--- config.mk ---
export PLATFORM = sky130hd
export DESIGN_NAME = trdm_back
export DESIGN_NICKNAME = d
export VERILOG_FILES = /design/src/rtl/trdm_pkg.sv /design/src/rtl/trdm_back.sv
export SDC_FILE = /design/constraint.sdc
export NUM_CORES = 1
export LEC_CHECK = 0
export ABC_CLOCK_PERIOD_IN_PS = 25200
export BUFFER_PORTS_ARGS = -buffer_cell sky130_fd_sc_hd__buf_2
export CORE_MARGIN = 2
export CORE_UTILIZATION = 65
export CTS_CLUSTER_DIAMETER = 40
export CTS_CLUSTER_SIZE = 8
export DETAILED_ROUTE_END_ITERATION = 16
export PLACE_DENSITY = 0.95
export REMOVE_ABC_BUFFERS = 1
export SLEW_MARGIN = 5
export SYNTH_ARGS = -nofsm -noshare
export SYNTH_HDL_FRONTEND = slang
export SYNTH_SLANG_ARGS = --single-unit
--- constraint.sdc ---
create_clock -name clock -period 25.2 [get_ports clock]
set_input_delay 2.52 -clock clock [delete_from_list [all_inputs] [get_ports clock]]
set_output_delay 2.52 -clock clock [all_outputs]
set_load 0.005 [all_outputs]
--- src/rtl/trdm_pkg.sv ---
// Shared types, constants and tables for the turret relative drive mixer.
// Used by every module of the block; depends on nothing.
package trdm_pkg;

   localparam int ANGLE_BITS_DEF = 13;
   localparam int ROTATOR_STAGES_DEF = 16;

   localparam int ENC_W = 13;
   localparam int STICK_W = 15;
   localparam int SPEED_W = 15;
   localparam int OUT_W = 16;
   localparam int KEY_W = 8;
   localparam int CSR_IDX_W = 3;
   localparam int CSR_DATA_W = 15;

   localparam int DATA_W = 27;
   localparam int PHASE_W = 32;
   localparam int FRAC_BITS = 8;
   localparam int MAG_W = DATA_W - 1;
   localparam int GAIN_W = 15;
   localparam int PROD_W = MAG_W + GAIN_W;
   localparam int GAIN_SHIFT = 23;
   localparam logic [GAIN_W-1:0] INV_GAIN = 15'd19898;
   localparam int SAT_MAX = 32767;

   localparam int KEY_W_BIT = 0;
   localparam int KEY_S_BIT = 1;
   localparam int KEY_D_BIT = 2;
   localparam int KEY_A_BIT = 3;
   localparam int KEY_Q_BIT = 4;
   localparam int KEY_E_BIT = 5;
   localparam int KEY_SHIFT_BIT = 6;
   localparam int KEY_CTRL_BIT = 7;

   typedef enum logic [CSR_IDX_W-1:0] {
      CSR_DEFAULT_SPEED = 3'd0,
      CSR_SHIFT_SPEED   = 3'd1,
      CSR_CTRL_SPEED    = 3'd2,
      CSR_YAW_NEUTRAL   = 3'd3,
      CSR_DEAD_ZONE     = 3'd4
   } csr_index_type;

   typedef struct packed {
      logic signed [DATA_W-1:0]  x;
      logic signed [DATA_W-1:0]  y;
      logic signed [PHASE_W-1:0] z;
      logic signed [OUT_W-1:0]   r;
   } vec_type;

   function automatic logic [PHASE_W-1:0] atan_turn(input int unsigned idx);
      logic [PHASE_W-1:0] val;
      case (idx)
         0:  val = 32'd536870912;
         1:  val = 32'd316933406;
         2:  val = 32'd167458907;
         3:  val = 32'd85004756;
         4:  val = 32'd42667331;
         5:  val = 32'd21354465;
         6:  val = 32'd10680862;
         7:  val = 32'd5340245;
         8:  val = 32'd2670163;
         9:  val = 32'd1335087;
         10: val = 32'd667544;
         11: val = 32'd333772;
         12: val = 32'd166886;
         13: val = 32'd83443;
         14: val = 32'd41722;
         15: val = 32'd20861;
         16: val = 32'd10430;
         17: val = 32'd5215;
         18: val = 32'd2608;
         19: val = 32'd1304;
         20: val = 32'd652;
         21: val = 32'd326;
         22: val = 32'd163;
         23: val = 32'd81;
         default: val = '0;
      endcase
      return val;
   endfunction

endpackage

--- src/rtl/trdm_back.sv ---
// Back end: gain correction multiply, rounding, saturation and dead zone.
// Two register stages; depends on trdm_pkg.
module trdm_back (
   input  logic                                 clock,
   input  logic                                 reset,
   input  logic                                 in_valid,
   input  trdm_pkg::vec_type                    in_vec,
   input  logic [trdm_pkg::SPEED_W-1:0]         dead_zone,
   output logic                                 out_valid,
   output logic signed [trdm_pkg::OUT_W-1:0]    drive_x,
   output logic signed [trdm_pkg::OUT_W-1:0]    drive_y,
   output logic signed [trdm_pkg::OUT_W-1:0]    drive_r
);

   localparam int MW = trdm_pkg::MAG_W;
   localparam int PW = trdm_pkg::PROD_W;
   localparam int OW = trdm_pkg::OUT_W;

   logic                        valid1_ff, valid1_in, valid2_ff, valid2_in;
   logic [PW-1:0]               prod_x_ff, prod_x_in, prod_y_ff, prod_y_in;
   logic                        neg_x_ff, neg_x_in, neg_y_ff, neg_y_in;
   logic signed [OW-1:0]        r_ff, r_in;
   logic [MW-1:0]               mag_x, mag_y;
   logic signed [trdm_pkg::DATA_W-1:0] abs_x, abs_y;
   logic signed [OW-1:0]        drive_x_ff, drive_x_in, drive_y_ff, drive_y_in;
   logic signed [OW-1:0]        drive_r_ff, drive_r_in;
   logic [OW-1:0]               mag_r;

   function automatic logic signed [OW-1:0] finish(
      input logic [PW-1:0] prod,
      input logic neg,
      input logic [trdm_pkg::SPEED_W-1:0] dz
   );
      logic [PW-1:0]    rnd;
      logic [PW-trdm_pkg::GAIN_SHIFT-1:0] shr;
      logic [14:0]      mag;
      logic signed [OW-1:0] val;
      rnd = prod + (PW'(1) << (trdm_pkg::GAIN_SHIFT - 1));
      shr = rnd[PW-1:trdm_pkg::GAIN_SHIFT];
      if (shr > (PW-trdm_pkg::GAIN_SHIFT)'(trdm_pkg::SAT_MAX)) begin
         mag = 15'(trdm_pkg::SAT_MAX);
      end else begin
         mag = shr[14:0];
      end
      if (mag < dz) begin
         val = '0;
      end else if (neg) begin
         val = -$signed({1'b0, mag});
      end else begin
         val = $signed({1'b0, mag});
      end
      return val;
   endfunction

   assign abs_x = in_vec.x[trdm_pkg::DATA_W-1] ? -in_vec.x : in_vec.x;
   assign abs_y = in_vec.y[trdm_pkg::DATA_W-1] ? -in_vec.y : in_vec.y;
   assign mag_x = abs_x[MW-1:0];
   assign mag_y = abs_y[MW-1:0];

   always_comb begin
      valid1_in = in_valid;
      prod_x_in = PW'(mag_x) * PW'(trdm_pkg::INV_GAIN);
      prod_y_in = PW'(mag_y) * PW'(trdm_pkg::INV_GAIN);
      neg_x_in = in_vec.x[trdm_pkg::DATA_W-1];
      neg_y_in = in_vec.y[trdm_pkg::DATA_W-1];
      r_in = in_vec.r;
   end

   assign mag_r = r_ff[OW-1] ? 16'(-r_ff) : 16'(r_ff);

   always_comb begin
      valid2_in = valid1_ff;
      drive_x_in = finish(prod_x_ff, neg_x_ff, dead_zone);
      drive_y_in = finish(prod_y_ff, neg_y_ff, dead_zone);
      drive_r_in = (mag_r < {1'b0, dead_zone}) ? '0 : r_ff;
   end

   always_ff @(posedge clock) begin
      if (reset) begin
         valid1_ff <= 1'b0;
         valid2_ff <= 1'b0;
      end else begin
         valid1_ff <= valid1_in;
         valid2_ff <= valid2_in;
      end
      prod_x_ff <= prod_x_in;
      prod_y_ff <= prod_y_in;
      neg_x_ff <= neg_x_in;
      neg_y_ff <= neg_y_in;
      r_ff <= r_in;
      drive_x_ff <= drive_x_in;
      drive_y_ff <= drive_y_in;
      drive_r_ff <= drive_r_in;
   end

   assign out_valid = valid2_ff;
   assign drive_x = drive_x_ff;
   assign drive_y = drive_y_ff;
   assign drive_r = drive_r_ff;

endmodule

# --- After elaboration in Yosys (flattened, before gate mapping) ---
# Index checks and enable logic that the tools add are counted.
totals:
  ff_bits: 148
  out_inout_bits: 49
op_classes:
  add_sub_neg: 7
  n_mul: 2
  order_cmp: 5
  muxes: 7
  bitwise: 2
  n_reduce_logical: 2
op_table:
  columns: ["operator", "count"]
  rows:
  - ["41-bit by 23-bit adder with 41-bit output, second input constant", 2]
  - ["26-bit by 14-bit multiplier with 40-bit output, second input constant", 2]
  - ["15-bit two-way mux", 4]
  - ["26-bit two-way mux", 2]
  - ["26-bit negator", 2]
  - ["18-bit by 15-bit greater-than comparator with 1-bit output, second input constant", 2]
  - ["15-bit negator with 16-bit output", 2]
  - ["15-bit less-than comparator", 2]
  - ["16-bit by 15-bit less-than comparator with 1-bit output", 1]
  - ["16-bit two-way mux", 1]
  - ["16-bit negator", 1]
  - ["2-bit OR reduction", 2]
  - ["1-bit NOT", 2]

# --- Logic depth before layout (Yosys ltp) ---
depth:
  word_depth: 5
  ltp_mapped: 33
  ltp_nobuf: 32

# --- Worst setup path before layout ---
# No wires, ideal clock.
synth_timing:
  path_type: "input port to flip-flop"
  startpoint: "input in_vec[75] (netlist name)"
  endpoint: "register prod_x_ff[40]"
  setup_ns: 0.127
  arrival_ns: 9.635
  slack_ns: 15.438
  stages: 33
  n_path_buf: 1
  cell_sequence: "inv_1 > ha_1 > nand2b_1 > or4_4 > or2_2 > nor2_1 > nand3_1 > o21ai_0 > xor2_2 > xnor2_1 > inv_1 > ha_1 > or2_1 > ha_1 > inv_1 > fa_1 > inv_1 > fa_1 > fa_1 > inv_1 > fa_1 > inv_1 > ha_1 > clkbuf_1 > a21oi_1 > o211ai_1 > a2111oi_0 > o21a_1 > o31a_1 > a21oi_1 > a311oi_1 > nor3_1 > xor2_1"
synth_between:
  elab_chain_len: 3
synth_lines:
  columns: ["element", "line_no", "text"]
  rows:
  - ["from (decl)", "trdm_back.sv:7", "input trdm_pkg::vec_type in_vec,"]
  - ["26-bit negator", "trdm_back.sv:55", "assign abs_x = in_vec.x[trdm_pkg::DATA_W-1] ? -in_vec.x : in_vec.x;"]
  - ["26-bit two-way mux (*)", "trdm_back.sv:55", null]
  - ["26-bit by 14-bit multiplier with 40-bit output (*)", "trdm_back.sv:62", "prod_x_in = PW'(mag_x) * PW'(trdm_pkg::INV_GAIN);"]
  - ["via prod_x_in[40]", "trdm_back.sv:20", "logic [PW-1:0] prod_x_ff, prod_x_in, prod_y_ff, prod_y_in;"]
  - ["to (signal assigned)", "trdm_back.sv:86", "prod_x_ff <= prod_x_in;"]
  - ["to (decl)", "trdm_back.sv:20", null]
# The timed path passes the listed nets; every way through them passes the cells marked *.
# A chain may end at the register's enable or synchronous reset.

# --- Worst setup path after layout ---
# Ends and elaborated chain as after synthesis.

==> results.json <==
{
  "cp-end-kind": "flip-flop",
  "drt.antenna.violating_nets": 0,
  "maxSlewHeadroom": 0.188,
  "synth_edf_count": 0,
  "syn_to_final_growth_pct": 7.09,
  "grt_pass1_vias": 16600,
  "ios": 169,
  "crit_path_max_fanout": 8,
  "track_usage": 0.296,
  "cts_resized": 0,
  "dr.pass1.iters": 8,
  "clkSinkCount": 106,
  "totalNegativeSetupSlack_ps": 0,
  "layout_commonest_cell": "inv_1",
  "drv_cap": 0,
  "ys.flop_type": "dfxtp_1",
  "drcViolationCount": 0,
  "place.gp.congestion": 0.915,
  "grt_pass1_wl_mm": 79.0,
  "crit_top_cell": "inv_1",
  "wl_per_cell_microns": 17.2,
  "final_nets": 3093,
  "root_buffer": "clkbuf_16",
  "drt_iter0_drc": 935,
  "rows": 64,
  "fp.dieH_microns": 180,
  "syn-cell-area_sq_mm": 0.0202,
  "yosysUniqueCellTypes": 77,
  "port-buffer-count": 136,
  "min_period_ps": 10740,
  "hold_buffers": 0,
  "drt-total-wl_mm": 46.8,
  "synth_async_sr_flop_share": 0,
  "synth_cells": 2188,
  "grt_max_degree": 28,
  "cp-start-kind": "input pin",
  "fmax_mhz": 93.1,
  "cp.arrival_ps": 11010,
  "initial_core_util": 0.659,
  "seq_area_frac_synth": 0.105,
  "core_sq_mm": 0.0306,
  "htreeDepth": 3,
  "fill_cells": 2102,
  "finalSetupViolCount": 0,
  "ys_seq_elements": 106,
  "overflow": 0,
  "ys_warn_count": 0,
  "fin_skew_ps": 5.85,
  "critical_path_class": "in2reg",
  "dr_total_vias": 15300,
  "worst_pin_slew_ps": 1210,
  "rsz0062_at_grt": "no",
  "required_ps": 25470,
  "final_cell_mix": "inv_1, ha_1, fa_1",
  "die_w_microns": 180,
  "fin_crit_sh": 0.426,
  "cts_tree": "done",
  "cpPeakStageDelay_ps": 560,
  "drive_gt1_frac": 0.0852,
  "dieArea_sq_mm": 0.0324,
  "hpwlAfterDp_mm": 40.8,
  "clk_pin_slew_worst_paths_ps": 70,
  "vias_per_cell": 5.60,
  "crit_slowest_cell": "fa_1",
  "syn_area_per_cell_sq_um": 9.21,
  "num_antenna_cells": 0,
  "clk_latency_ps": 360,
  "run_status": "complete, no violations",
  "hold_viol_final": 0,
  "numCtsBuffers": 9,
  "cts_setup_buffers": 0,
  "hold_path_class": "reg2reg",
  "stdcell_area_sq_mm": 0.0216,
  "antenna_found_initial": 0,
  "clock_path_buffers": 2,
  "postPlaceCellArea_sq_mm": 0.0213,
  "slew_viol_final": 0
}
==> final cells by class <==
cell class | count | area (sq um) | area share
Clock buffer | 9 | 225 | 0.0104
Multi-Input combinational cell | 1450 | 15700 | 0.725
Sequential cell | 106 | 2120 | 0.0983
Clock inverter | 7 | 71.3 | 0.00330
Tap cell | 396 | 495 | 0.0230
Timing Repair Buffer | 142 | 726 | 0.0336
Inverter | 611 | 2290 | 0.106
==> metrics by stage <==
stage,hold WS [ps],setup slack (ps),util,cells
final,465,14460,0.706,2721
after global routing,482,13900,0.706,2721
after floorplan,414,15500,-,2167
after detailed placement,455,14200,0.696,2705
after CTS,468,14570,0.706,2721
after global placement,430,14510,0.696,2705
==> kinds of logic after synthesis <==
group | share of synthesized area
AOI/OAI and AO/OA | 0.0843
xor gates and xnor gates | 0.0816
adders and majority gates | 0.516
buffers and inverters | 0.118
DFF | 0.105
muxes | 0.00317
and+or+nand+nor | 0.0911
==> worst max-delay path: cells and delay by family <==
family / cells / cell delay [ps]
adders and majority gates: 8 / 3200
and+or+nand+nor: 8 / 1870
AOI/OAI and AO/OA: 7 / 1760
xor gates and xnor gates: 3 / 940
buffers and inverters: 7 / 710
==> per-layer routing <==
metal  vias up  routed length [microns]  global-route usage  part of all wire
met5         -                        0                   0                 0
met4         0                     1590               0.108             0.034
met3       139                     2450              0.0327             0.052
met2       576                    23700               0.541              0.51
met1      7402                    19000               0.362              0.41
li1       7133                        -                   -                 -
==> state kept, by name, indices dropped and copies added, names as in the netlist <==
signal     cells
prod_x_ff     19
drive_x       16
out_valid      1
neg_x_ff       1
r_ff          16
valid1_ff      1
neg_y_ff       1
drive_y       16
prod_y_ff     19
drive_r       16
==> synth_stat cells, types with 22 or more instances <==
cell,n,area (sq um)
nor2_1,85,319
o21ai_0,73,365
nand3_1,22,110
nand2_1,87,327
a21o_1,27,203
nor2b_1,32,200
dfxtp_1,106,2120
inv_1,609,2290
fa_1,297,5950
a21oi_1,58,290
xnor2_1,120,1050
xor2_1,59,517
ha_1,356,4450
==> final timing paths <==
check	depth (start not counted)	endpoint	slack, ps	start
min reg2reg	1	out_valid$_SDFF_PP0_	460	valid1_ff$_SDFF_PP0_
min	1	out_valid$_SDFF_PP0_	460	valid1_ff$_SDFF_PP0_
max reg2reg	12	drive_x[14]$_SDFF_PP0_	21090	prod_x_ff[27]$_DFF_P_
max	33	prod_x_ff[40]$_DFF_P_	14460	in_vec[75]
Power is not shown: default switching activity piles up to over one toggle a cycle in this logic, so the estimate is an artifact.
