**src/rtl/trdm_pkg.sv**
```systemverilog
// Shared types, constants and tables for the turret relative drive mixer.
// Used by every module of the block; depends on nothing.
package trdm_pkg;

   localparam int ANGLE_BITS_DEF = 13;
   localparam int ROTATOR_STAGES_DEF = 16;

   localparam int ENC_W = 13;
   localparam int STICK_W = 15;
   localparam int SPEED_W = 15;
   localparam int OUT_W = 16;
   localparam int KEY_W = 8;
   localparam int CSR_IDX_W = 3;
   localparam int CSR_DATA_W = 15;

   localparam int DATA_W = 27;
   localparam int PHASE_W = 32;
   localparam int FRAC_BITS = 8;
   localparam int MAG_W = DATA_W - 1;
   localparam int GAIN_W = 15;
   localparam int PROD_W = MAG_W + GAIN_W;
   localparam int GAIN_SHIFT = 23;
   localparam logic [GAIN_W-1:0] INV_GAIN = 15'd19898;
   localparam int SAT_MAX = 32767;

   localparam int KEY_W_BIT = 0;
   localparam int KEY_S_BIT = 1;
   localparam int KEY_D_BIT = 2;
   localparam int KEY_A_BIT = 3;
   localparam int KEY_Q_BIT = 4;
   localparam int KEY_E_BIT = 5;
   localparam int KEY_SHIFT_BIT = 6;
   localparam int KEY_CTRL_BIT = 7;

   typedef enum logic [CSR_IDX_W-1:0] {
      CSR_DEFAULT_SPEED = 3'd0,
      CSR_SHIFT_SPEED   = 3'd1,
      CSR_CTRL_SPEED    = 3'd2,
      CSR_YAW_NEUTRAL   = 3'd3,
      CSR_DEAD_ZONE     = 3'd4
   } csr_index_type;

   typedef struct packed {
      logic signed [DATA_W-1:0]  x;
      logic signed [DATA_W-1:0]  y;
      logic signed [PHASE_W-1:0] z;
      logic signed [OUT_W-1:0]   r;
   } vec_type;

   function automatic logic [PHASE_W-1:0] atan_turn(input int unsigned idx);
      logic [PHASE_W-1:0] val;
      case (idx)
         0:  val = 32'd536870912;
         1:  val = 32'd316933406;
         2:  val = 32'd167458907;
         3:  val = 32'd85004756;
         4:  val = 32'd42667331;
         5:  val = 32'd21354465;
         6:  val = 32'd10680862;
         7:  val = 32'd5340245;
         8:  val = 32'd2670163;
         9:  val = 32'd1335087;
         10: val = 32'd667544;
         11: val = 32'd333772;
         12: val = 32'd166886;
         13: val = 32'd83443;
         14: val = 32'd41722;
         15: val = 32'd20861;
         16: val = 32'd10430;
         17: val = 32'd5215;
         18: val = 32'd2608;
         19: val = 32'd1304;
         20: val = 32'd652;
         21: val = 32'd326;
         22: val = 32'd163;
         23: val = 32'd81;
         default: val = '0;
      endcase
      return val;
   endfunction

endpackage

```
**src/rtl/trdm_front.sv**
```systemverilog
// Front stage: key mixing with saturation, yaw angle and coarse quarter turn.
// Depends on trdm_pkg.
module trdm_front #(
   parameter int ANGLE_BITS = trdm_pkg::ANGLE_BITS_DEF
) (
   input  logic                                  clock,
   input  logic                                  reset,
   input  logic                                  in_valid,
   input  logic signed [trdm_pkg::STICK_W-1:0]   stick_x,
   input  logic signed [trdm_pkg::STICK_W-1:0]   stick_y,
   input  logic signed [trdm_pkg::STICK_W-1:0]   stick_r,
   input  logic [trdm_pkg::KEY_W-1:0]            key_mask,
   input  logic [trdm_pkg::ENC_W-1:0]            yaw_encoder,
   input  logic [trdm_pkg::SPEED_W-1:0]          default_speed,
   input  logic [trdm_pkg::SPEED_W-1:0]          shift_speed,
   input  logic [trdm_pkg::SPEED_W-1:0]          ctrl_speed,
   input  logic [trdm_pkg::ENC_W-1:0]            yaw_neutral,
   output logic                                  out_valid,
   output trdm_pkg::vec_type                     out_vec
);

   localparam int ENC_W = trdm_pkg::ENC_W;
   localparam int PW = trdm_pkg::PHASE_W;

   logic                               valid_ff, valid_in;
   trdm_pkg::vec_type                  vec_ff, vec_in;
   logic [trdm_pkg::SPEED_W-1:0]       speed;
   logic signed [trdm_pkg::OUT_W-1:0]  mx, my, mr, rx, ry;
   logic [ENC_W-1:0]                   delta;
   logic [ANGLE_BITS-1:0]              delta_q;
   logic [PW-1:0]                      phase, phase_sum, resid;
   logic [1:0]                         quad;

   function automatic logic signed [trdm_pkg::OUT_W-1:0] mix(
      input logic signed [trdm_pkg::STICK_W-1:0] s,
      input logic up,
      input logic dn,
      input logic [trdm_pkg::SPEED_W-1:0] spd
   );
      logic signed [16:0] term;
      logic signed [16:0] sum;
      logic signed [trdm_pkg::OUT_W-1:0] res;
      if (up && !dn) begin
         term = $signed({2'b00, spd});
      end else if (dn && !up) begin
         term = -$signed({2'b00, spd});
      end else begin
         term = '0;
      end
      sum = $signed({{2{s[trdm_pkg::STICK_W-1]}}, s}) + term;
      if (sum > 17'sd32767) begin
         res = 16'sd32767;
      end else if (sum < -17'sd32767) begin
         res = -16'sd32767;
      end else begin
         res = sum[trdm_pkg::OUT_W-1:0];
      end
      return res;
   endfunction

   always_comb begin
      unique case ({key_mask[trdm_pkg::KEY_CTRL_BIT], key_mask[trdm_pkg::KEY_SHIFT_BIT]})
         2'b01:   speed = shift_speed;
         2'b10:   speed = ctrl_speed;
         default: speed = default_speed;
      endcase
   end

   assign mx = mix(stick_x, key_mask[trdm_pkg::KEY_W_BIT], key_mask[trdm_pkg::KEY_S_BIT], speed);
   assign my = mix(stick_y, key_mask[trdm_pkg::KEY_D_BIT], key_mask[trdm_pkg::KEY_A_BIT], speed);
   assign mr = mix(stick_r, key_mask[trdm_pkg::KEY_Q_BIT], key_mask[trdm_pkg::KEY_E_BIT], speed);

   assign delta = yaw_encoder - yaw_neutral;

   generate
      if (ANGLE_BITS >= ENC_W) begin : g_up
         assign delta_q = ANGLE_BITS'(delta) << (ANGLE_BITS - ENC_W);
      end else begin : g_dn
         assign delta_q = ANGLE_BITS'(delta >> (ENC_W - ANGLE_BITS));
      end
   endgenerate

   assign phase = PW'(delta_q) << (PW - ANGLE_BITS);
   assign phase_sum = phase + 32'h2000_0000;
   assign quad = phase_sum[PW-1:PW-2];
   assign resid = phase - {quad, {(PW-2){1'b0}}};

   always_comb begin
      case (quad)
         2'd1: begin
            rx = -my;
            ry = mx;
         end
         2'd2: begin
            rx = -mx;
            ry = -my;
         end
         2'd3: begin
            rx = my;
            ry = -mx;
         end
         default: begin
            rx = mx;
            ry = my;
         end
      endcase
   end

   always_comb begin
      valid_in = in_valid;
      vec_in.x = $signed({{(trdm_pkg::DATA_W - trdm_pkg::OUT_W - trdm_pkg::FRAC_BITS){rx[15]}},
                          rx, {trdm_pkg::FRAC_BITS{1'b0}}});
      vec_in.y = $signed({{(trdm_pkg::DATA_W - trdm_pkg::OUT_W - trdm_pkg::FRAC_BITS){ry[15]}},
                          ry, {trdm_pkg::FRAC_BITS{1'b0}}});
      vec_in.z = $signed(resid);
      vec_in.r = mr;
   end

   always_ff @(posedge clock) begin
      if (reset) begin
         valid_ff <= 1'b0;
      end else begin
         valid_ff <= valid_in;
      end
      vec_ff <= vec_in;
   end

   assign out_valid = valid_ff;
   assign out_vec = vec_ff;

endmodule

```
**config.mk**
```make
export PLATFORM = sky130hd
export DESIGN_NAME = trdm_front
export DESIGN_NICKNAME = d
export VERILOG_FILES = /design/src/rtl/trdm_pkg.sv /design/src/rtl/trdm_front.sv
export SDC_FILE = /design/constraint.sdc
export NUM_CORES = 1
export LEC_CHECK = 0
export ABC_AREA = 1
export BUFFER_PORTS_ARGS = -buffer_cell sky130_fd_sc_hd__buf_2
export CORE_MARGIN = 3
export CORE_UTILIZATION = 50
export DETAILED_ROUTE_END_ITERATION = 10
export GPL_TIMING_DRIVEN = 0
export PLACE_DENSITY = 0.77
export SKIP_CTS_REPAIR_TIMING = 1
export SYNTH_ARGS = -nofsm -noshare
export SYNTH_HDL_FRONTEND = slang
export SYNTH_SLANG_ARGS = --single-unit
```
**constraint.sdc**
```tcl
create_clock -name clock -period 13.5 [get_ports clock]
set_input_delay 2.025 -clock clock [delete_from_list [all_inputs] [get_ports clock]]
set_output_delay 2.025 -clock clock [all_outputs]
set_load 0.03 [all_outputs]
```
# Word-level counts from Yosys, hierarchy flattened
# Index checks and enable logic that the tools add are counted.
classes:
  n_addsub: 9
  multipliers: 0
  n_div: 0
  n_lt_le_gt_ge: 6
  eq_ne: 5
  n_shift: 0
  muxes: 14
  n_bitwise: 0
  n_reduce_logical: 13
ops:
  columns: ["op", "count"]
  rows:
  - ["$mux W17", 6]
  - ["$pmux W16 S3", 2]
  - ["$mux W16", 5]
  - ["$add A15 B17 Y17", 3]
  - ["$gt A17 B16 Y1 const B", 3]
  - ["$lt A17 B16 Y1 const B", 3]
  - ["$add A32 B30 Y32 const B", 1]
  - ["$neg A16 Y16", 2]
  - ["$sub A32 B32 Y32", 1]
  - ["$pmux W15 S2", 1]
  - ["$neg A15 Y17", 1]
  - ["$sub A13 B13 Y13", 1]
  - ["$eq A2 B2 Y1 const B", 3]
  - ["$logic_and A1 B1 Y1", 6]
  - ["$logic_not A1 Y1", 6]
  - ["$eq A2 B1 Y1 const B", 2]
  - ["$reduce_or A2 Y1", 1]
totals:
  ff_bits: 81
  latch_bits: 0
  ramBits: 0
  rom_bits: 0
  in_bits: 127
  output_inout_bits: 103
  elab_cells: 53
  mem_count: 0

# Longest topological paths before layout
depth:
  word_depth: 11
  mapped_depth: 42
  mapped_depth_nobuf: 40

# Worst setup path before layout
# No wires, ideal clock.
synth_timing:
  kind: "input-to-reg"
  startpoint: "input port key_mask[6] in the netlist's numbering"
  endpoint: "register vec_ff, in the netlist out_vec[91]"
  setup_ns: 0.125
  arrival_ns: 6.931
  path_slack_ns: 6.444
  stages: 36
  n_path_buf: 3
  path_cell_list: "inv_1 > ha_1 > inv_2 > buf_6 > buf_6 > o21ai_1 > nand2_1 > nor2_1 > nand3_1 > nor3_1 > nand2_1 > nor3_1 > xor2_1 > o22ai_1 > ha_1 > nand2_1 > inv_1 > a21boi_0 > nor2_1 > nor2_1 > nand3b_1 > nand2_1 > inv_1 > nand2_4 > nand2_4 > nand2_4 > buf_2 > inv_1 > nor3_1 > ha_1 > nand3_1 > nor2_2 > nand2_1 > xor2_1 > nand2_1 > nand4_1"
synth_via:
  elab_chain_len: 11
  word_cells_on_any_way: 21
  classes_between: "5 x add/sub; 4 x order compare; 2 x eq/ne; 10 x mux"
synth_rtl:
  columns: ["element", "line_no", "text"]
  rows:
  - ["start, declared", "trdm_front.sv:12", "input logic [trdm_pkg::KEY_W-1:0] key_mask,"]
  - ["$eq A2 B2 Y1 / $eq A2 B1 Y1 (equally long branches)", "trdm_front.sv:62", "unique case ({key_mask[trdm_pkg::KEY_CTRL_BIT], key_mask[trdm_pkg::KEY_SHIFT_BIT]})"]
  - ["$pmux W15 S2 (*)", "trdm_front.sv:62", null]
  - ["$neg A15 Y17", "trdm_front.sv:46", "term = -$signed({2'b00, spd});"]
  - ["$mux W17", "trdm_front.sv:45", "end else if (dn && !up) begin"]
  - ["$mux W17", "trdm_front.sv:43", "if (up && !dn) begin"]
  - ["$add A15 B17 Y17", "trdm_front.sv:50", "sum = $signed({{2{s[trdm_pkg::STICK_W-1]}}, s}) + term;"]
  - ["$lt A17 B16 Y1", "trdm_front.sv:53", "end else if (sum < -17'sd32767) begin"]
  - ["$mux W16", "trdm_front.sv:53", null]
  - ["$mux W16", "trdm_front.sv:51", "if (sum > 17'sd32767) begin"]
  - ["$neg A16 Y16, on equally long branches", "trdm_front.sv:95, trdm_front.sv:91", null]
  - ["$pmux W16 S3 (*)", "trdm_front.sv:89", "case (quad)"]
  - ["net rx (one bit)", "trdm_front.sv:28", "logic signed [trdm_pkg::OUT_W-1:0] mx, my, mr, rx, ry;"]
  - ["end signal, assigned", "trdm_front.sv:125", "vec_ff <= vec_in;"]
  - ["end, declared", "trdm_front.sv:26", "trdm_pkg::vec_type vec_ff, vec_in;"]
# Mark *: on every way through the listed nets, which the timed path passes. The rest lies on a longest branch.
# A chain may end at the register's enable or synchronous reset.

# Final worst setup path
layout_timing:
  startpoint: "input port key_mask[6] in the netlist's numbering"
  endpoint: "register vec_ff, in the netlist out_vec[97]"
# Same word-level chain as after synthesis.

==> impl_metrics.csv <==
group,metric,value,unit
global_route,antenna_found_initial,1,
setup_path,cp_num_buf_inv,10,
routing,drt_pass1_iterations,5,
layout,final_nets,1803,
placed_design,placed_cells,1807,
routing,drt_iter0_markers,725,
logic_synthesis,ys_seq_area_share,15.1,%
placed_design,dpl_cell_area,9600,sq um
timing,slew_headroom,42.8,%
floorplan,rows,46,
timing,setup_viol,0,
timing,min_period,8.52,ns
logic_synthesis,synthCells,1363,
power_and_ir_drop,p_int,721,uW
logic_synthesis,synth_cell_types,54,
timing,hold_violations,0,
floorplan,fp.dieH,134,um
floorplan,core-area,16000,sq um
clocking,clk_path_buf_depth,2,
routing,routedWlPerCell,13.3,um
global_route,grt_pass1_vias,8845,
logic_synthesis,async_flop_share,0,%
power_and_ir_drop,swShare,52.3,%
run_status,status,"finished, final reports clean",
logic_synthesis,synth-seq-cells,62,
setup_path,worst_path_largest_cell_delay,0.55,ns
power_and_ir_drop,p_leak,5.60,nW
power_and_ir_drop,p_per_area,152,nW/um^2
layout,areaGrowthSynthToFinish,20.4,%
placed_design,place_congestion,0.977,
timing,fin_crit_sh,63.1,%
setup_path,cpMostUsedCell,"nand2_1",
setup_path,crit_slowest_cell,"nor3_1",
placed_design,port-buffer-count,194,
layout,layout_commonest_cell,"nand2_1",
timing,fmax,117,MHz
setup_path,cp.required,13.67,ns
clocking,cts_tree,"yes",
layout,instances_no_fill,1824,
routing,drt_wl_total,24.3,mm
routing,via_count,9432,
logic_synthesis,avgSynthCellArea,6.04,sq um
flow_run,drv_cap,0,
layout,most-common-layout-cells,"nand2_1, buf_2, inv_1",
logic_synthesis,synth_edf_count,0,
setup_path,critPathMaxFanout,10,
global_route,grt_pass1_wl,40.1,mm
clocking,path_clk_slew,0.05,ns
power_and_ir_drop,peakVddDrop,128,uV
floorplan,start_util,51.4,%
timing,tightestPinTransition,0.855,ns
logic_synthesis,yosysWarnings,0,
power_and_ir_drop,fin_total_pwr,1.51,mW
floorplan,die_w,134,um
clocking,root_buffer,"clkbuf_16",
layout,design_area,9910,sq um
logic_synthesis,synth_ff_type,"dfxtp_1",
global_route,grt_max_degree,12,
worst_hold_path,hold_path_class,"in -> reg",
power_and_ir_drop,p_comb_share,65.4,%
power_and_ir_drop,seqPwrFrac,18.6,%
global_route,globalRouteTotalUtil,26.7,%
clocking,cts_max_level,3,
layout,final_util,61.9,%
setup_path,critPathTopFamily,"simple AND/OR/NAND/NOR gates",
routing,ant_nets,0,
clocking,numCtsBuffers,9,
floorplan,dieArea,18000,sq um
logic_synthesis,synth_area,8230,sq um
setup_path,worstSetupPathType,"in -> reg",
timing,drv_slew,0,
setup_path,worst-endpoint-arrival,8.69,ns
power_and_ir_drop,p_clk_share,15.9,%
timing,finalSetupTns,0,ns
routing,vias_per_cell,5.17,
layout,drive_gt1_share,20.2,%
routing,drc,0,
floorplan,ioPinCount,230,
placed_design,hpwlAfterDp,20.5,mm
global_route,grt_overflow,0,
setup_path,endpoint_kind,"flop",
power_and_ir_drop,power_switching,789,uW
setup_path,worstSetupStartpointType,"primary input",
timing,grt_setup_unrepaired,"false",
clocking,clock-sinks,62,
-- layout make-up --
cell class | instances | area, sq um
multi-input cells | 1074 | 5930
repair buffers | 194 | 971
clock buffers | 12 | 256
well taps | 216 | 270
flip-flops and latches | 62 | 1240
diodes | 1 | 2.50
plain buffers | 66 | 453
inverters | 195 | 734
clock inverters | 4 | 53.8
fillers | 1607 | 6090
-- through the flow --
step	setup slack [ns]	hold slack [ns]
final	4.98	1.85
after detailed placement	4.92	2.19
after global placement	5.05	2.19
after CTS	5.25	1.84
after global routing	4.36	1.85
after floorplan	6.44	2.10
-- cells in the mapped netlist, types with 2 or more instances --
cell	instances	area (sq um)
a21o_1	3	22.5
buf_6	6	67.6
nand3_1	103	515
clkbuf_1	13	48.8
buf_2	5	25.0
or2_2	8	50.1
nor2_4	6	67.6
ha_1	70	876
o21a_1	2	15.0
nor2_2	4	25.0
o21ai_2	5	43.8
o22ai_1	21	131
nand3_2	4	40.0
a21boi_0	5	37.5
nor2_1	85	319
o21ai_0	51	255
a21oi_4	2	32.5
nand3b_1	10	75.1
nand4_1	44	275
o21bai_1	7	52.6
o21ai_1	10	50.1
fa_1	4	80.1
nand2_1	428	1610
inv_2	13	48.8
nor3_1	13	65.1
nand2_4	6	67.6
a31oi_1	4	25.0
nor2_8	2	40.0
o2111ai_1	6	52.6
nand2_2	8	50.1
buf_4	41	308
inv_1	180	676
or2_1	5	31.3
xnor2_1	16	140
dfxtp_1	62	1240
a22o_1	2	17.5
nand3_4	2	35.0
xor2_1	36	315
and2_1	2	12.5
a21oi_1	55	275
-- path summary, 6_finish.rpt --
kind,to,cells past startpoint,start,slack (ns)
setup / recovery,out_vec[97]$_DFF_P_,38,key_mask[6],4.98
hold / removal,out_valid$_SDFF_PP0_,2,reset,1.85
-- metal layers --
metal  global-route usage, %  part of all wire, %
met1                    32.5                   41
met2                    45.8                   46
met3                    5.93                  9.5
met4                    10.6                  3.2
met5                       0                    0
-- power by group through the flow --
stage	Combinational, mW	Sequential, mW	Clock, mW
2_1_floorplan	0.558	0.451	0
3_3_place_gp	0.961	0.285	0
3_5_place_dp	0.973	0.287	0
4_1_cts	0.977	0.283	0.244
5_1_grt	1.08	0.289	0.251
6_report	0.988	0.282	0.240
-- registers in the layout (all words and copies together) (netlist names) --
register	flops
out_valid	1
out_vec	61
-- cells by family (layout without fill, tap and decap cells) --
logic type / after synthesis / in the layout / synth area share [%]
AND/OR/NAND/NOR: 733 / 733 / 40.3
other: 1 / 36 / 0.0456
buffers and inverters: 261 / 471 / 14.4
flip-flops: 62 / 62 / 15.1
adder cells (fa/ha/maj): 74 / 74 / 11.6
AO/OA/AOI/OAI: 180 / 180 / 13.0
XOR/XNOR: 52 / 52 / 5.54
Power figures use the tool's default switching activity.
