`config.mk`:
```
export PLATFORM = sky130hd
export DESIGN_NAME = trdm_cell
export DESIGN_NICKNAME = d
export VERILOG_FILES = /design/src/rtl/trdm_pkg.sv /design/src/rtl/trdm_cell.sv
export SDC_FILE = /design/constraint.sdc
export NUM_CORES = 1
export LEC_CHECK = 0
export BUFFER_PORTS_ARGS = -buffer_cell sky130_fd_sc_hd__buf_2
export CAP_MARGIN = 5
export CORE_UTILIZATION = 45
export CTS_CLUSTER_DIAMETER = 80
export DETAILED_ROUTE_END_ITERATION = 10
export PLACE_DENSITY = 0.73
export SETUP_SLACK_MARGIN = 0.15
export SLEW_MARGIN = 20
export SYNTH_ARGS = -nofsm -noshare
export SYNTH_HDL_FRONTEND = slang
export SYNTH_SLANG_ARGS = --single-unit
```
`constraint.sdc`:
```
create_clock -name clock -period 4.85 [get_ports clock]
set_clock_uncertainty 0.05 [all_clocks]
set_input_delay 0.485 -clock clock [delete_from_list [all_inputs] [get_ports clock]]
set_output_delay 0.485 -clock clock [all_outputs]
set_load 0.03 [all_outputs]
```
`src/rtl/trdm_pkg.sv`:
```
// Shared types, constants and tables for the turret relative drive mixer.
// Used by every module of the block; depends on nothing.
package trdm_pkg;

   localparam int ANGLE_BITS_DEF = 13;
   localparam int ROTATOR_STAGES_DEF = 16;

   localparam int ENC_W = 13;
   localparam int STICK_W = 15;
   localparam int SPEED_W = 15;
   localparam int OUT_W = 16;
   localparam int KEY_W = 8;
   localparam int CSR_IDX_W = 3;
   localparam int CSR_DATA_W = 15;

   localparam int DATA_W = 27;
   localparam int PHASE_W = 32;
   localparam int FRAC_BITS = 8;
   localparam int MAG_W = DATA_W - 1;
   localparam int GAIN_W = 15;
   localparam int PROD_W = MAG_W + GAIN_W;
   localparam int GAIN_SHIFT = 23;
   localparam logic [GAIN_W-1:0] INV_GAIN = 15'd19898;
   localparam int SAT_MAX = 32767;

   localparam int KEY_W_BIT = 0;
   localparam int KEY_S_BIT = 1;
   localparam int KEY_D_BIT = 2;
   localparam int KEY_A_BIT = 3;
   localparam int KEY_Q_BIT = 4;
   localparam int KEY_E_BIT = 5;
   localparam int KEY_SHIFT_BIT = 6;
   localparam int KEY_CTRL_BIT = 7;

   typedef enum logic [CSR_IDX_W-1:0] {
      CSR_DEFAULT_SPEED = 3'd0,
      CSR_SHIFT_SPEED   = 3'd1,
      CSR_CTRL_SPEED    = 3'd2,
      CSR_YAW_NEUTRAL   = 3'd3,
      CSR_DEAD_ZONE     = 3'd4
   } csr_index_type;

   typedef struct packed {
      logic signed [DATA_W-1:0]  x;
      logic signed [DATA_W-1:0]  y;
      logic signed [PHASE_W-1:0] z;
      logic signed [OUT_W-1:0]   r;
   } vec_type;

   function automatic logic [PHASE_W-1:0] atan_turn(input int unsigned idx);
      logic [PHASE_W-1:0] val;
      case (idx)
         0:  val = 32'd536870912;
         1:  val = 32'd316933406;
         2:  val = 32'd167458907;
         3:  val = 32'd85004756;
         4:  val = 32'd42667331;
         5:  val = 32'd21354465;
         6:  val = 32'd10680862;
         7:  val = 32'd5340245;
         8:  val = 32'd2670163;
         9:  val = 32'd1335087;
         10: val = 32'd667544;
         11: val = 32'd333772;
         12: val = 32'd166886;
         13: val = 32'd83443;
         14: val = 32'd41722;
         15: val = 32'd20861;
         16: val = 32'd10430;
         17: val = 32'd5215;
         18: val = 32'd2608;
         19: val = 32'd1304;
         20: val = 32'd652;
         21: val = 32'd326;
         22: val = 32'd163;
         23: val = 32'd81;
         default: val = '0;
      endcase
      return val;
   endfunction

endpackage

```
`src/rtl/trdm_cell.sv`:
```
// One rotator cell: a single shift-and-add micro-rotation, registered.
// Depends on trdm_pkg for the item type and the arctangent table.
module trdm_cell #(
   parameter int STAGE = 0
) (
   input  logic               clock,
   input  logic               reset,
   input  logic               in_valid,
   input  trdm_pkg::vec_type  in_vec,
   output logic               out_valid,
   output trdm_pkg::vec_type  out_vec
);

   localparam logic signed [trdm_pkg::PHASE_W-1:0] ANGLE = $signed(trdm_pkg::atan_turn(STAGE));

   logic                               valid_ff, valid_in;
   trdm_pkg::vec_type                  vec_ff, vec_in;
   logic signed [trdm_pkg::DATA_W-1:0] dx, dy;

   assign dx = in_vec.y >>> STAGE;
   assign dy = in_vec.x >>> STAGE;

   always_comb begin
      valid_in = in_valid;
      vec_in.r = in_vec.r;
      if (!in_vec.z[trdm_pkg::PHASE_W-1]) begin
         vec_in.x = in_vec.x - dx;
         vec_in.y = in_vec.y + dy;
         vec_in.z = in_vec.z - ANGLE;
      end else begin
         vec_in.x = in_vec.x + dx;
         vec_in.y = in_vec.y - dy;
         vec_in.z = in_vec.z + ANGLE;
      end
   end

   always_ff @(posedge clock) begin
      if (reset) begin
         valid_ff <= 1'b0;
      end else begin
         valid_ff <= valid_in;
      end
      vec_ff <= vec_in;
   end

   assign out_valid = valid_ff;
   assign out_vec = vec_ff;

endmodule

```
---- After elaboration in Yosys (flattened, before gate mapping) ----
Cells that the tools add are included.
word-level totals
  input bits .............................. 105
  output and inout bits ................... 103
  register bits ........................... 103
  logic and storage cells ................. 11
cells by class
  add/subtract/negate cells ............... 5
  multiplexer cells ....................... 1
operator list
  kind                                                  number
  2-to-1 mux 86 bit                                     1
  subtractor 27 bit                                     2
  adder 32 x 31 -> 32 bit (second input constant)       1
  subtractor 32 x 31 -> 32 bit (second input constant)  1
  adder 27 bit                                          1

---- Longest topological paths before layout ----
Gate-level depths: netlist of run 1.
  depth after elaboration ................. 2
  mapped depth ............................ 11
  depth with buffers taken out ............ 11

---- Worst setup path after synthesis of run 1 ----
Ideal clock, no wire load.
  kind .................................... input to register
  from .................................... in in_vec[48] (netlist bit)
  to ...................................... reg vec_ff (netlist bit out_vec[99])
  stages on the path ...................... 10
  library setup time ...................... 0.072 ns
  buffers on the path ..................... 0
  required time ........................... 4.728 ns
  slack ................................... 2.106 ns
  data arrival time ....................... 2.622 ns
  cells stage by stage .................... ha_1 fa_1 nor2b_1 o311a_1 o21a_2 a21bo_4 a31oi_4 o41ai_2 a221oi_2 xor2_1
RTL lines
  what                    line             source
  start: declaration      trdm_cell.sv:9   input trdm_pkg::vec_type in_vec,
  end signal: assignment  trdm_cell.sv:43  vec_ff <= vec_in;
  end: declaration        trdm_cell.sv:17  trdm_pkg::vec_type vec_ff, vec_in;

==> results of run 1 <==
==> Yosys cell counts, drive strengths merged, types with 13 or more instances <==
master	number	share of area, %
o21ai	53	4.0
nor3	17	1.3
ha	78	15
xor2	17	2.3
o21bai	14	1.6
buf	27	2.1
a21oi	87	6.7
xnor2	34	4.5
inv	78	4.5
dfxtp	102	31
nand2b	13	1.2
nand2	37	2.1
nor2	62	3.5
==> worst max-delay path by stage <==
stage          cells past startpoint             endpoint  slack, ns        from
6_report                          12  out_vec[74]$_DFF_P_       1.90  in_vec[48]
5_1_grt                           12  out_vec[66]$_DFF_P_       1.81  in_vec[48]
4_1_cts                           12  out_vec[66]$_DFF_P_       2.01  in_vec[48]
3_5_place_dp                      12  out_vec[66]$_DFF_P_       1.66  in_vec[48]
3_3_place_gp                      12  out_vec[66]$_DFF_P_       1.65  in_vec[48]
2_1_floorplan                     10  out_vec[99]$_DFF_P_       2.11  in_vec[48]
==> registers in the layout (all words and copies together) (netlist names) <==
name       cells
out_valid      1
out_vec      101
==> layer usage <==
layer | wire length, µm | part of all wire (%)
met2 | 8762 | 46
met5 | 0 | 0
met4 | 231 | 1.2
met1 | 8246 | 44
met3 | 1646 | 8.7
==> power by group through the flow <==
stage	sequential [mW]	combinational [mW]	clock, mW
after floorplan	1.28	0.463	0
after global placement	1.03	1.04	0
after detailed placement	1.03	1.04	0
after CTS	1.01	1.05	0.699
after global routing	1.02	1.13	0.739
final	1.01	1.05	0.684
==> logic make-up (layout without fill, tap and decap cells) <==
group / count (synthesis) / after routing / synth area share (%)
compound gates: 238 / 238 / 23.59
fa+ha+maj: 82 / 82 / 15.98
mux: 11 / 11 / 1.666
buf+inv: 112 / 302 / 7.006
flops: 102 / 102 / 30.90
xor+xnor: 51 / 51 / 6.760
simple gates: 190 / 190 / 14.09
==> stage by stage <==
| step | worst slack [ns] | util, % | area, µm² |
|---|---|---|---|
| 3_3_place_gp | 1.651 | 54.69 | 7709 |
| 3_5_place_dp | 1.660 | 54.69 | 7709 |
| 5_1_grt | 1.805 | 56.72 | 7995 |
| 6_report | 1.897 | 56.72 | 7995 |
| 4_1_cts | 2.007 | 56.72 | 7995 |
| 2_1_floorplan | 2.106 | - | 6608 |
==> final cells by class <==
type                            instances  area [µm²]  share of cell area, %
Sequential cell                       102        2042                  25.54
Clock inverter                          7       61.31                 0.7668
Multi-Input combinational cell        572        4103                  51.31
Inverter                               78       295.3                  3.693
Timing Repair Buffer                  208        1044                  13.05
Tap cell                              180       225.2                  2.817
Clock buffer                            9       225.2                  2.817
==> worst max-delay path, cell delays in order <==
cell and delay (ns):
buf_2 0.10, inv_1 0.04, ha_1 0.22, fa_1 0.39, or2b_1 0.28, a21oi_1 0.28
o211ai_1 0.18, a21oi_1 0.37, o21bai_1 0.14, a21oi_1 0.28, a2bb2oi_1 0.26, xnor2_1 0.13
==> key figures, run 1 <==
Yosys
  • Synth async-reset ratio: 0%
  • Synth Area per Inst: between 8 and 9 µm²
  • Post-Syn Area: 6608 µm²
  • Register area share after synthesis: a little under a third
  • Syn nets: 973
  • Commonest register cell after synthesis: dfxtp_1
  • Post-synth EDFFs: 0
  • Yosys warns: 0
  • Yosys reg bits: 102
  • Synth Instances: roughly 790
  • Post-synthesis cell type count: 70

Drt
  • Remaining DRCs: 0
  • Via count: between 6000 and 7000
  • Post-DRT Antenna Nets: 0
  • Drt total wl: around 19 mm
  • Drt pass-1 iters: 5
  • DR iter-0 viols: slightly above 500
  • Vias per cell: roughly 5.5
  • Avg WL per Cell: roughly 16 µm

Power and ir drop
  • Comb power frac: approximately two fifths
  • Peak supply drop: 0.1392 mV
  • Total power: roughly 2.7 mW
  • Switching share of power: around two fifths
  • Clock power frac: around a quarter
  • Power Density: between 300 and 400 nW/µm²
  • Internal power: ~1.7 mW
  • Switching power: 1.079 mW
  • Sequential power share: a little under two fifths
  • Static Leak: 3.955 nW

Floorplan
  • Row count: 43
  • Number of I/O pins: approximately 210
  • Core Region: between 10000 and 15000 µm²
  • Die X: approximately 120 µm
  • Die height: between 100 and 150 µm
  • Total Die Area: 15170 µm²
  • Initial Utilization: 46.88%

Outcome
  • Outcome: finished clean

Worst hold path
  • Worst hold endpoint: out_vec[13]$_DFF_P_
  • Hold Path Stages: 1
  • Hold Startpoint: in_vec[13]
  • Hold Crit Class: in -> reg

GRT
  • Vias in the first global route: between 5000 and 6000
  • Total GRT Usage: approximately a quarter
  • Met3 Use GR: 4.105%
  • Grt met2 use: 40.64%
  • GRT busiest layer: met2
  • First-pass GRT wire length: roughly 29 mm
  • Largest net degree at the start of global routing: 72
  • Grt met1 use: roughly 32%
  • Antenna violations before repair: 0
  • Global route total overflow: 0

Timing
  • Hold WS: roughly 0.2 ns
  • Slew @ Worst Pin: slightly above 0.9 ns
  • Final min period: ~3 ns
  • Hold Violations, Final: 0
  • RSZ-0062 raised after global routing: no
  • Fmax: about 340 MHz
  • Final setup fails: 0
  • Max Slew Vio Count: 0
  • Setup TNS: 0 ns
  • Rel. slew slack: 39.46%
  • Crit share post-route: 60.89%

Final layout
  • Commonest non-fill, non-tap cell in the layout: buf_2
  • Layout cell share with drive strength beyond 1: 25.41%
  • Fillers: 1352
  • Area grow syn2layout: 21.00%
  • Commonest non-fill, non-tap cells in the layout: buf_2, dfxtp_1, a21oi_1, ha_1, inv_1
  • Cell Count, Final, Fillers Out: roughly 1200
  • N_diodes: 0
  • Net count, final: roughly 1200

Clocking
  • CTS clk-pin slew, worst paths: ~0.070 ns
  • Clock Path Buffers: 2
  • Sink Count: between 100 and 150
  • TritonCTS clock tree: done
  • Resized cells post-CTS: 0
  • TritonCTS Buffers: 9
  • Cts-stage hold buffer count: 0
  • Post-CTS Setup Bufs: 0
  • CTS root buf: clkbuf_16
  • H-tree depth: 3

Placed design
  • Placed Instances: 1140
  • Port bufs: 207
  • Post-DP HPWL: between 15 and 20 mm
  • Global placer's final weighted congestion: roughly 0.95

Critical path
  • Worst-path fanout max: 3
  • CP startpoint kind: input port
  • WP data required: between 5 and 6 ns
  • Crit path DAT: between 3 and 4 ns
  • CP endpoint kind: register
  • Critical path class: in -> reg

Flow run
  • Max-cap violations: 0
(Power assumes the default switching activity.)
==> inputs of run 2 (changes only) <==
Settings changed: ABC_AREA set to 1, PLACE_DENSITY 0.73 to 0.7.
Clock period 4.85 ns to 2.9 ns, I/O delays scaled along.
==> run 2 against run 1 <==
Against the previous run:
- wire length is 47% higher
- combinational power up 87%
- critical path type unchanged
- power increased by 74%
- hold slack got worse by 0.18 ns
==> key figures, run 2 <==
Yosys
  • Count leader, synth: nand2_1
  • Register area share after synthesis: between 20% and 30%
  • Leading area contributor after synthesis: dfxtp_1
  • Mux share of post-synthesis cell area: 0%
  • Yosys warns: 0
  • Synth Area per Inst: 6.195 µm²
  • Synth async-reset ratio: 0%
  • Synth Area in Simple Gates: around 36%
  • Post-synth EDFFs: 0
  • Commonest register cell after synthesis: dfxtp_1
  • Largest family of logic cells by synthesized area: simple AND/OR/NAND/NOR gates
  • Compound-cell area share of the yosys netlist: about 10%
  • Top cell type's share of synthesized area: between 20% and 30%
  • Syn nets: between 1500 and 2000
  • Yosys reg bits: 102
  • Synth cell count leaders: nand2_1, inv_1, nand3_1
  • Synth Area in Adders: between 10% and 20%
  • Post-synthesis cell type count: 34
  • Synth Instances: around 1300
  • Largest cells by area after synthesis: dfxtp_1, nand2_1, ha_1
  • Post-Syn Area: slightly above 8000 µm²
  • Share of the synthesized netlist area taken by xor and xnor gates: ~1.8%

GRT
  • Grt met1 use: a little over a third
  • Vias in the first global route: 8240
  • Grt met2 use: between 50% and 60%
  • Antenna violations before repair: 0
  • Total GRT Usage: about 29%
  • Global route total overflow: 0
  • Met3 Use GR: under 10%
  • Largest net degree at the start of global routing: 53
  • GRT busiest layer: met2
  • First-pass GRT wire length: about 42 mm

Power and ir drop
  • Clock power frac: about 25%
  • Total power: 4.788 mW
  • Static Leak: around 5.7 nW
  • Peak supply drop: between 0.3 and 0.4 mV
  • Comb power frac: 40.9%
  • Internal power: between 2 and 3 mW
  • Switching power: approximately 2 mW
  • Switching share of power: a little over two fifths
  • Sequential power share: 33.9%
  • Power Density: 477.8 nW/µm²

Final layout
  • Net count, final: approximately 1700
  • N_diodes: 0
  • Core Util, Final: around 57%
  • Commonest non-fill, non-tap cells in the layout: nand2_1, inv_1, buf_2, nand3_1, dfxtp_1
  • Commonest non-fill, non-tap cell in the layout: nand2_1
  • Max reg flops: 101
  • Layout cell share with drive strength beyond 1: roughly 17%
  • Fillers: 1789
  • Area grow syn2layout: 22.28%
  • Finished Cell Area: ~10000 µm²

Drt
  • Drt total wl: about 28 mm
  • Via count: roughly 9000
  • Drt pass-1 iters: 6
  • Post-DRT Antenna Nets: 0
  • DR iter-0 viols: between 600 and 700
  • Vias per cell: slightly above 5
  • Avg WL per Cell: 15.62 µm
  • Remaining DRCs: 0

Timing
  • Final setup fails: 0
  • RSZ-0062 raised after global routing: no
  • Final min period: between 2 and 2.5 ns
  • Slew @ Worst Pin: 0.6372 ns
  • Hold Violations, Final: 0
  • Fmax: ~470 MHz
  • Setup TNS: 0 ns
  • Max Slew Vio Count: 0
  • Crit share post-route: about 73%
  • Rel. slew slack: between 50% and 60%

Clocking
  • CTS clk-pin slew, worst paths: about 0.08 ns
  • Post-CTS Setup Bufs: 0
  • Sink Count: ~100
  • TritonCTS Buffers: 9
  • CTS root buf: clkbuf_16
  • Clock Path Buffers: 2
  • TritonCTS clock tree: done
  • H-tree depth: 3

Critical path
  • Crit path DAT: 2.32 ns
  • CP endpoint kind: register
  • CP startpoint kind: input port
  • WP data required: around 3.1 ns
  • Critical path class: in -> reg
  • Worst-path fanout max: 11

Floorplan
  • Initial Utilization: a little under half
  • Die X: ~140 µm
  • Total Die Area: 18760 µm²
  • Number of I/O pins: 208
  • Die height: 137.0 µm
  • Core Region: between 15000 and 20000 µm²
  • Row count: 48

Placed design
  • Post-DP HPWL: around 22 mm
  • Global placer's final weighted congestion: roughly 0.96
  • Placement Cell Area: around 9300 µm²
  • Port bufs: 207

Worst hold path
  • Hold Path Stages: 1
  • Hold Crit Class: in -> reg

Flow run
  • Max-cap violations: 0

Outcome
  • Outcome: finished clean
[run 2: cell types whose count changed after synthesis, sizes merged, moves of 11 or more]
cell / before / now
inv: 78 / 244
nor2: 62 / 92
a21o: 12 / 1
nand4: 7 / 28
a21oi: 87 / 70
nand3: 8 / 128
nand2: 37 / 436
nor2b: 12 / 0
nand2b: 13 / 0
xnor2: 34 / 0
mux2i: 11 / 0
nor3: 17 / 5
[run 2: power groups by stage]
stage	Clock (mW)	Combinational, mW	Sequential [mW]
final	1.21	1.96	1.62
after global routing	1.29	2.13	1.64
after CTS	1.23	1.93	1.62
after detailed placement	0	1.88	1.66
after global placement	0	1.87	1.66
after floorplan	0	0.964	2.00
[run 2: final cells by class]
cell class | instances | area, µm² | area share (%)
multi-input cells | 940 | 5006 | 49.96
flip-flops and latches | 102 | 2042 | 20.38
repair buffers | 253 | 1484 | 14.81
inverters | 245 | 919.6 | 9.177
well taps | 225 | 281.5 | 2.809
clock buffers | 9 | 225.2 | 2.247
clock inverters | 7 | 62.56 | 0.6243
[run 2: path summary, 6_finish.rpt]
check | slack [ns] | end | start
max | 0.79 | out_vec[92]$_DFF_P_ | in_vec[54]
min | 0.01 | out_vec[18]$_DFF_P_ | in_vec[18]
[run 2: metrics by stage]
step / setup WS, ns / cells / hold slack [ns]
floorplan: 1.133 / 1323 / 0.2677
global placement: 0.5153 / 1724 / 0.3423
detailed placement: 0.4682 / 1724 / 0.3441
CTS: 0.8458 / 1780 / 0.00003028
global route: 0.6615 / 1781 / 0.004533
finish: 0.7883 / 1781 / 0.009840
[run 2: cell families after synthesis]
family | after synthesis
AO/OA/AOI/OAI | 150
XOR/XNOR | 17
adder cells (fa/ha/maj) | 82
buffers and inverters | 281
flip-flops | 102
AND/OR/NAND/NOR | 691
[run 2: per-layer routing]
metal / vias up / wire (µm)
li1: 4555 / -
met1: 4026 / 11820
met2: 411 / 12830
met3: 55 / 2128
met4: 0 / 1046
met5: - / 0
[run 2: repair_timing]
item                                    in CTS  in global routing
endpoints found under the setup margin       0                  0
hold endpoints to repair                    40                  1
hold buffers                                40                  1
resized for setup                            0                  0
[run 2: worst max-delay path, cell delays in order]
cell and delay (ns):
buf_2 0.10, inv_1 0.04, ha_1 0.69, nand2_4 0.16, nor2_2 0.23, nand3_1 0.15, nand3_1 0.26, a21oi_1 0.13
inv_1 0.07, nand2_1 0.05, nand3_1 0.10, nand2_1 0.05
==> inputs of run 3 (changes only) <==
Clock period 2.9 ns to 1.95 ns, I/O delays scaled along.
==> run 3 against run 2 <==
Against the previous run:
- combinational power grew 69%
- design area up 13%
- hold slack improved by 0.090 ns
- core utilization grew 7.4 points
- first-iteration DRC count increased by 20%
- critical path depth did not move
==> key figures, run 3 (synthesis gave the netlist of run 2 again) <==
Final layout
  • Commonest non-fill, non-tap cells in the layout: nand2_1, inv_1, buf_2, buf_4, nand3_1
  • Area grow syn2layout: 38.05%
  • Fillers: between 1500 and 2000
  • Net count, final: ~1900
  • N_diodes: 0
  • Max reg flops: ~100
  • Layout cell share with drive strength beyond 1: between 20% and 30%
  • Core Util, Final: between 60% and 70%
  • Commonest non-fill, non-tap cell in the layout: nand2_1
  • Finished Cell Area: between 10000 and 15000 µm²
  • Cell Count, Final, Fillers Out: 1931

GRT
  • Largest net degree at the start of global routing: 53
  • Vias in the first global route: approximately 8800
  • Total GRT Usage: between 30% and 40%
  • First-pass GRT wire length: roughly 43 mm
  • Antenna violations before repair: 0
  • Global route total overflow: 0

Placed design
  • Global placer's final weighted congestion: ~1
  • Placed Instances: around 1900
  • Placement Cell Area: between 10000 and 15000 µm²
  • Port bufs: between 200 and 250
  • Post-DP HPWL: between 20 and 25 mm

Drt
  • DR iter-0 viols: approximately 740
  • Met3 wire len: about 2.1 mm
  • Remaining DRCs: 0
  • Vias per cell: approximately 5.0
  • Drt pass-1 iters: 6
  • Post-DRT Antenna Nets: 0
  • Wire length on met1: around 12 mm
  • Via count: 9567
  • Avg WL per Cell: 14.75 µm
  • Drt total wl: between 20 and 30 mm
  • WL met2: between 10 and 15 mm
  • Top Metal Used: met4

Power and ir drop
  • Comb power frac: a little over two fifths
  • Clock power frac: between 20% and 30%
  • Internal power: about 4.6 mW
  • Total power: about 7.7 mW
  • Switching power: around 3.1 mW
  • Static Leak: roughly 6.5 nW
  • Switching share of power: 40.62%
  • Sequential power share: 31.2%
  • Peak supply drop: just under 0.6 mV
  • Power Density: 683.1 nW/µm²

Critical path
  • Worst-path fanout max: 4
  • Crit path DAT: slightly below 2 ns
  • CP endpoint kind: register
  • CP startpoint kind: input port
  • Critical path class: in -> reg
  • WP data required: about 2.2 ns

Clocking
  • H-tree depth: 3
  • CTS root buf: clkbuf_16
  • Clock Path Buffers: 2
  • CTS clk-pin slew, worst paths: about 0.08 ns
  • Sink Count: 102
  • TritonCTS clock tree: done
  • TritonCTS Buffers: 9

Timing
  • RSZ-0062 raised after global routing: yes
  • Crit share post-route: between 80% and 90%
  • Hold WS: between 0.09 and 0.1 ns
  • Rel. slew slack: between 50% and 60%
  • Hold Violations, Final: 0
  • Max Slew Vio Count: 0
  • Final min period: 1.687 ns
  • Fmax: 592.6 MHz
  • Slew @ Worst Pin: approximately 0.64 ns
  • Final setup fails: 0

Floorplan
  • Number of I/O pins: 208
  • Total Die Area: 18760 µm²
  • Die X: approximately 140 µm
  • Die height: around 140 µm
  • Initial Utilization: between 40% and 50%
  • Row count: 48
  • Core Region: approximately 18000 µm²

Worst hold path
  • Hold Crit Class: in -> reg

Outcome
  • Outcome: finished clean

Flow run
  • Max-cap violations: 0
[run 3: cell types whose count changed in the layout (fill, tap and decap cells not counted), moves of 2 or more]
cell	delta
buf_4	+142
a21oi_2	+4
ha_2	+12
nand2_1	-2
clkinv_8	+2
nor2_2	+2
nor2_1	-5
a21oi_1	-4
nor2_4	+3
dlygate4sd3_1	+7
ha_1	-13
nand2_2	+2
[run 3: repair_timing]
item	4_1_cts	5_1_grt
endpoints found under the setup margin	0	29
hold buffers	48	0
resized for setup	0	31
hold endpoints to repair	47	0
buffers inserted	0	0
[run 3: power by group through the flow]
stage          combinational, mW  clock, mW  sequential [mW]
2_1_floorplan               1.43          0             2.97
3_3_place_gp                3.11          0             2.46
3_5_place_dp                3.15          0             2.47
4_1_cts                     3.24       2.03             2.42
5_1_grt                     3.59       2.10             2.44
6_report                    3.31       2.00             2.41
[run 3: final timing paths]
path	end	slack (ns)	startpoint	depth (start not counted)
setup / recovery	out_vec[63]$_DFF_P_	0.26	in_vec[52]	12
hold / removal	out_vec[48]$_DFF_P_	0.1	in_vec[75]	3
[run 3: cell type report]
class | count | area [µm²] | share of cell area, %
Clock buffer | 9 | 225.2 | 1.991
Clock inverter | 7 | 102.6 | 0.9069
Sequential cell | 102 | 2042 | 18.05
Multi-Input combinational cell | 940 | 5102 | 45.10
Timing Repair Buffer | 403 | 2640 | 23.34
Tap cell | 225 | 281.5 | 2.488
Inverter | 245 | 919.6 | 8.129
[run 3: metrics by stage]
step | TNS, ns | setup WS, ns
global route | 0 | 0.1135
global placement | -2.639 | -0.1461
floorplan | 0 | 0.2777
detailed placement | -3.206 | -0.1424
finish | 0 | 0.2625
CTS | 0 | 0.2260
[run 3: metal layers]
layer / track usage, % / up-vias
met3: 3.889 / 42
met2: 55.22 / 385
met5: 0 / -
li1: - / 4851
met4: 8.547 / 0
met1: 36.57 / 4289
[run 3: critical path, stage by stage]
cell and delay, ns:
buf_2 0.10, inv_1 0.04, ha_1 0.33, buf_4 0.16
nor2_1 0.18, nand4_1 0.17, nand2_1 0.20, nand2_1 0.08
nand2_1 0.11, xor2_1 0.22, nand2_1 0.07, nand2_1 0.08
